### config.mk
export PLATFORM = sky130hd
export DESIGN_NAME = qte_cordic
export DESIGN_NICKNAME = d
export VERILOG_FILES = /design/src/qte_pkg.sv /design/src/qte_cordic.sv
export SDC_FILE = /design/constraint.sdc
export NUM_CORES = 2
export LEC_CHECK = 0
export BUFFER_PORTS_ARGS = -buffer_cell sky130_fd_sc_hd__buf_2
export CAP_MARGIN = 0
export CORE_MARGIN = 5
export CORE_UTILIZATION = 59
export CTS_CLUSTER_DIAMETER = 30
export DETAILED_ROUTE_END_ITERATION = 7
export PLACE_DENSITY = 0.78
export REMOVE_ABC_BUFFERS = 1
export SLEW_MARGIN = 20
export SYNTH_ARGS = -nofsm -noshare
export SYNTH_HDL_FRONTEND = slang
export SYNTH_SLANG_ARGS = --single-unit
### constraint.sdc
create_clock -name clk -period 7.2 [get_ports clk]
set_clock_uncertainty 0.2 [all_clocks]
set_input_delay 1.8 -clock clk [delete_from_list [all_inputs] [get_ports clk]]
set_output_delay 1.8 -clock clk [all_outputs]
set_load 0.03 [all_outputs]
### src/qte_pkg.sv
// Shared constants and tables for the quaternion to Euler angle converter.
package qte_pkg;

    // working scale: 1.0 is 2^WORK_BITS
    localparam int WORK_BITS  = 28;
    // clamped pitch term spans -1.0..+1.0 inclusive
    localparam int SP_W       = WORK_BITS + 2;
    localparam int SQRT_STEPS = WORK_BITS + 1;
    // square, radicand, then one root bit per stage
    localparam int ISQRT_LAT  = SQRT_STEPS + 2;

    // angle accumulator: hundredths of a degree times 2^16
    localparam int ANG_W    = 34;
    localparam int ATAN_LEN = 24;
    localparam logic signed [ANG_W-1:0] ANG_180 = 34'sd1179648000;

    localparam logic signed [ANG_W-1:0] ATAN_TAB [ATAN_LEN] = '{
        34'sd294912000, 34'sd174096719, 34'sd91987925, 34'sd46694507,
        34'sd23437865,  34'sd11730358,  34'sd5866610,  34'sd2933484,
        34'sd1466764,   34'sd733385,    34'sd366693,   34'sd183346,
        34'sd91673,     34'sd45837,     34'sd22918,    34'sd11459,
        34'sd5730,      34'sd2865,      34'sd1432,     34'sd716,
        34'sd358,       34'sd179,       34'sd90,       34'sd45
    };

    localparam int RND_W = ANG_W - 15;
    localparam logic signed [RND_W-1:0] ROLL_LIM  = 19'sd18000;
    localparam logic signed [RND_W-1:0] PITCH_LIM = 19'sd9000;
    localparam logic signed [RND_W-1:0] YAW_WRAP  = 19'sd36000;

endpackage

### src/qte_cordic.sv
// Pipelined CORDIC vectoring unit: atan2(y, x) in centidegrees times 2^16.
module qte_cordic #(
    parameter int IN_W  = 32,
    parameter int STEPS = 16
) (
    input  logic                              clk,
    input  logic                              en,
    input  logic signed [IN_W-1:0]            x_in,
    input  logic signed [IN_W-1:0]            y_in,
    output logic signed [qte_pkg::ANG_W-1:0]  angle
);
    localparam int CW = IN_W + 2;

    logic signed [CW-1:0]             x_reg [0:STEPS];
    logic signed [CW-1:0]             y_reg [0:STEPS];
    logic signed [qte_pkg::ANG_W-1:0] z_reg [0:STEPS];
    logic                             zero_reg [0:STEPS];

    // left half plane: turn by 180 degrees first
    always_ff @(posedge clk)
    begin
        if (en)
        begin
            zero_reg[0] <= (x_in == '0) && (y_in == '0);
            if (x_in < 0)
            begin
                x_reg[0] <= -CW'(x_in);
                y_reg[0] <= -CW'(y_in);
                z_reg[0] <= (y_in >= 0) ? qte_pkg::ANG_180 : -qte_pkg::ANG_180;
            end
            else
            begin
                x_reg[0] <= CW'(x_in);
                y_reg[0] <= CW'(y_in);
                z_reg[0] <= '0;
            end
        end
    end

    genvar i;
    generate
        for (i = 0; i < STEPS; i++)
        begin : g_iter
            logic signed [CW-1:0] xs, ys;
            assign xs = x_reg[i] >>> i;
            assign ys = y_reg[i] >>> i;
            always_ff @(posedge clk)
            begin
                if (en)
                begin
                    zero_reg[i+1] <= zero_reg[i];
                    if (y_reg[i] >= 0)
                    begin
                        x_reg[i+1] <= x_reg[i] + ys;
                        y_reg[i+1] <= y_reg[i] - xs;
                        z_reg[i+1] <= z_reg[i] + qte_pkg::ATAN_TAB[i];
                    end
                    else
                    begin
                        x_reg[i+1] <= x_reg[i] - ys;
                        y_reg[i+1] <= y_reg[i] + xs;
                        z_reg[i+1] <= z_reg[i] - qte_pkg::ATAN_TAB[i];
                    end
                end
            end
        end
    endgenerate

    assign angle = zero_reg[STEPS] ? '0 : z_reg[STEPS];

endmodule

==> reports/metrics.cfg <==
[grt]
grt_most_used_layer=met2
antenna_found_initial=2
use_met2_pct=48.41
grt_pass1_wl_mm=521.4
grt_pass1_vias=99500
grt_max_degree=146
overflow=0
globalRouteMet3Util_pct=3.846
use_met1_pct=32.63
grt.total_usage_pct=27.61

[timing]
fin_crit_ps=6026
fin_crit_sh_pct=83.69
slew_headroom_pct=26.44
setup_viol=0
finalMaxSlewViolations=0
finalHoldViolations=0
worstMarginPinSlew_ps=1090
setup_tns_ps=0
rsz0062_at_grt=no
max_freq_mhz=166.0

[synth]
async_flop_share_pct=0
yosysSeqAreaShare_pct=35.17
ys_types=91
synthTopCellsByCount=edfxtp_1, ha_1, a21oi_1, xnor2_1, nor2_1
synth_edf_count=1520
synth_ff_type=edfxtp_1
synthTopCellsByArea=edfxtp_1, ha_1, xnor2_1
syn_area_um2=129800
yosysMostFrequentCell=edfxtp_1
avgSynthCellArea_um2=9.436
synth_area_leader_cell=edfxtp_1
synth_top_area_share_pct=35.17
yosysWarnings=0
postSynthCellCount=13750
synth_seq_cells=1520

[status]
status=finished with violations
violations=DRC

[clock_network]
clock-root-buffer=clkbuf_16
cts_resized=0
cts_buffers=354
ctsHtreeMaxLevel=5
cts_tree=yes
clock_path_buffers=4
clock_latency_ps=960
cts.clk_slew.worst_paths_ps=50
cts_setup_buffers=0
ctsHoldBuffers=0
numClockSinks=1520

[die]
num_rows=172
die-width_um=479.0
die_h_um=479.0
coreArea_um2=219300
ios=100
initial_core_util_pct=59.18
die-area_um2=229400

[worst_setup_path]
criticalPathCategory=in -> reg
r2r_end=x_reg[3][33]
required_ps=7660
reg2reg_depth=17
crit_chain=buf_12 -> buf_12 -> nand2_2 -> inv_1 -> buf_4 -> nor2_1 -> xnor2_1 -> ha_1 -> o21a_1 -> o21ai_0 -> a21oi_1 -> a221o_1 -> o41ai_1 -> o2bb2ai_1 -> o31ai_1 -> a211o_1 -> a21oi_1 -> o21ai_0 -> xor2_1
arrival_ps=6480
rrSetupSlack_ps=1290
critPathMaxStageDelay_ps=560
worstSetupEndpointType=flop
r2r_start=y_reg[2][6]
crit_slowest_cell=o41ai_1
worstPathMaxFanout=37
crit_path_start_kind=primary input

[finish]
fillers=17310
multiInputGateArea_um2=80580
area_growth_pct=12.13
seqCellArea_um2=45640
nets=15560
largest_register_ffs=511
drive_gt1_share_pct=6.552

[placed_design]
gp_congestion=0.9808
place_hpwl_mm=254.7
io_buffers=99

[routing]
drt-total-wl_mm=327.5
vias_per_cell=6.053
drt_pass1_iterations=8
drc_errors=5
num_vias=104000
wl_per_cell_um=19.07
initialDrtViolationCount=7117
ant_nets=0

[hold_path]
hold_path_depth=0
min_delay_worst_endpoint=zero_reg[9]
hp-class=reg -> reg
min_from=zero_reg[8]

[run]
drv_cap=0

-- cell families (layout without fill, tap and decap cells) --
| kind of cell | Yosys count | in the layout | synth area share [%] |
|---|---|---|---|
| other | 0 | 3 | 0 |
| and+or+nand+nor | 3566 | 3566 | 13.32 |
| DFF | 1520 | 1520 | 35.17 |
| xor gates and xnor gates | 2008 | 2008 | 13.55 |
| AOI/OAI and AO/OA | 4195 | 4195 | 20.43 |
| adders and majority gates | 1463 | 1463 | 14.32 |
| buffers and inverters | 946 | 1494 | 2.751 |
| muxes | 55 | 55 | 0.4531 |
-- layout make-up --
type / count / area share [%]
multi-input combinational: 11290 / 55.37
clock buffer: 395 / 6.281
sequential: 1520 / 31.37
inverter: 646 / 1.666
timing repair buffer: 227 / 1.085
tap: 2871 / 2.469
antenna: 3 / 0.005159
clock inverter: 226 / 1.754
-- worst max-delay path, delay by kind of cell --
| kind | cells | cell delay, ps |
|---|---|---|
| adders and majority gates | 1 | 320 |
| buffers and inverters | 4 | 1130 |
| xor gates and xnor gates | 2 | 310 |
| AOI/OAI and AO/OA | 10 | 2490 |
| and+or+nand+nor | 2 | 280 |
-- cell usage in the layout, fill, tap and decap left out, types with 36 or more instances in the layout --
| master | count |
|---|---|
| clkbuf_16 | 360 |
| buf_2 | 98 |
| nand2_1 | 882 |
| a21boi_0 | 63 |
| or3_1 | 95 |
| a211oi_1 | 80 |
| o21bai_1 | 180 |
| clkinvlp_4 | 49 |
| bufinv_16 | 42 |
| clkinv_2 | 37 |
| nor2b_1 | 197 |
| o21a_1 | 189 |
| o211ai_1 | 47 |
| inv_1 | 631 |
| a21oi_1 | 1374 |
| clkinv_1 | 41 |
| o41ai_1 | 66 |
| edfxtp_1 | 1520 |
| nand3_1 | 244 |
| nand4_1 | 97 |
| o21ai_0 | 805 |
| o31ai_1 | 233 |
| nor4_1 | 98 |
| and2_1 | 63 |
| xor2_1 | 694 |
| o22ai_1 | 36 |
| nor2_1 | 997 |
| ha_1 | 1414 |
| nand2b_1 | 237 |
| a31oi_1 | 116 |
| nor3_1 | 285 |
| or4_1 | 63 |
| and3_1 | 118 |
| or2_2 | 51 |
| buf_4 | 119 |
| a21o_1 | 653 |
| xnor2_1 | 1314 |
| fa_1 | 40 |
-- worst max path at each step --
stage                      startpoint             to  slack (ps)  cells after the start
after floorplan                    en   x_reg[5][33]        -670                     16
after global placement             en  y_reg[12][33]         470                     21
after detailed placement           en  y_reg[12][33]         430                     21
after CTS                          en   x_reg[8][30]        1350                     19
after global routing      y_reg[2][6]   x_reg[3][33]         910                     17
final                              en   x_reg[8][30]        1170                     19
-- per-stage QoR --
stage                     cells  utilization, %  instance area [µm²]  setup WS (ps)  hold WS (ps)
final                     17180           66.36               145500           1174         207.2
after global routing      17170           66.36               145500          909.5         218.8
after CTS                 17170           66.35               145500           1346         208.6
after detailed placement  16550           61.01               133800          431.3         205.4
after global placement    16550           61.01               133800          472.3         202.3
after floorplan           13450               -               128600         -665.4         200.3
-- metal layers --
| metal | wire [µm] | up-vias | share of wire, % |
|---|---|---|---|
| met5 | 0 | - | 0 |
| met4 | 19890 | 0 | 6.1 |
| met3 | 17330 | 883 | 5.3 |
| met2 | 159300 | 3117 | 49 |
| met1 | 131000 | 48490 | 40 |
| li1 | - | 51480 | - |
Power is left out: the tool's default activity adds up to more than one toggle a clock period on the data nets, which glitch-free logic cannot reach.
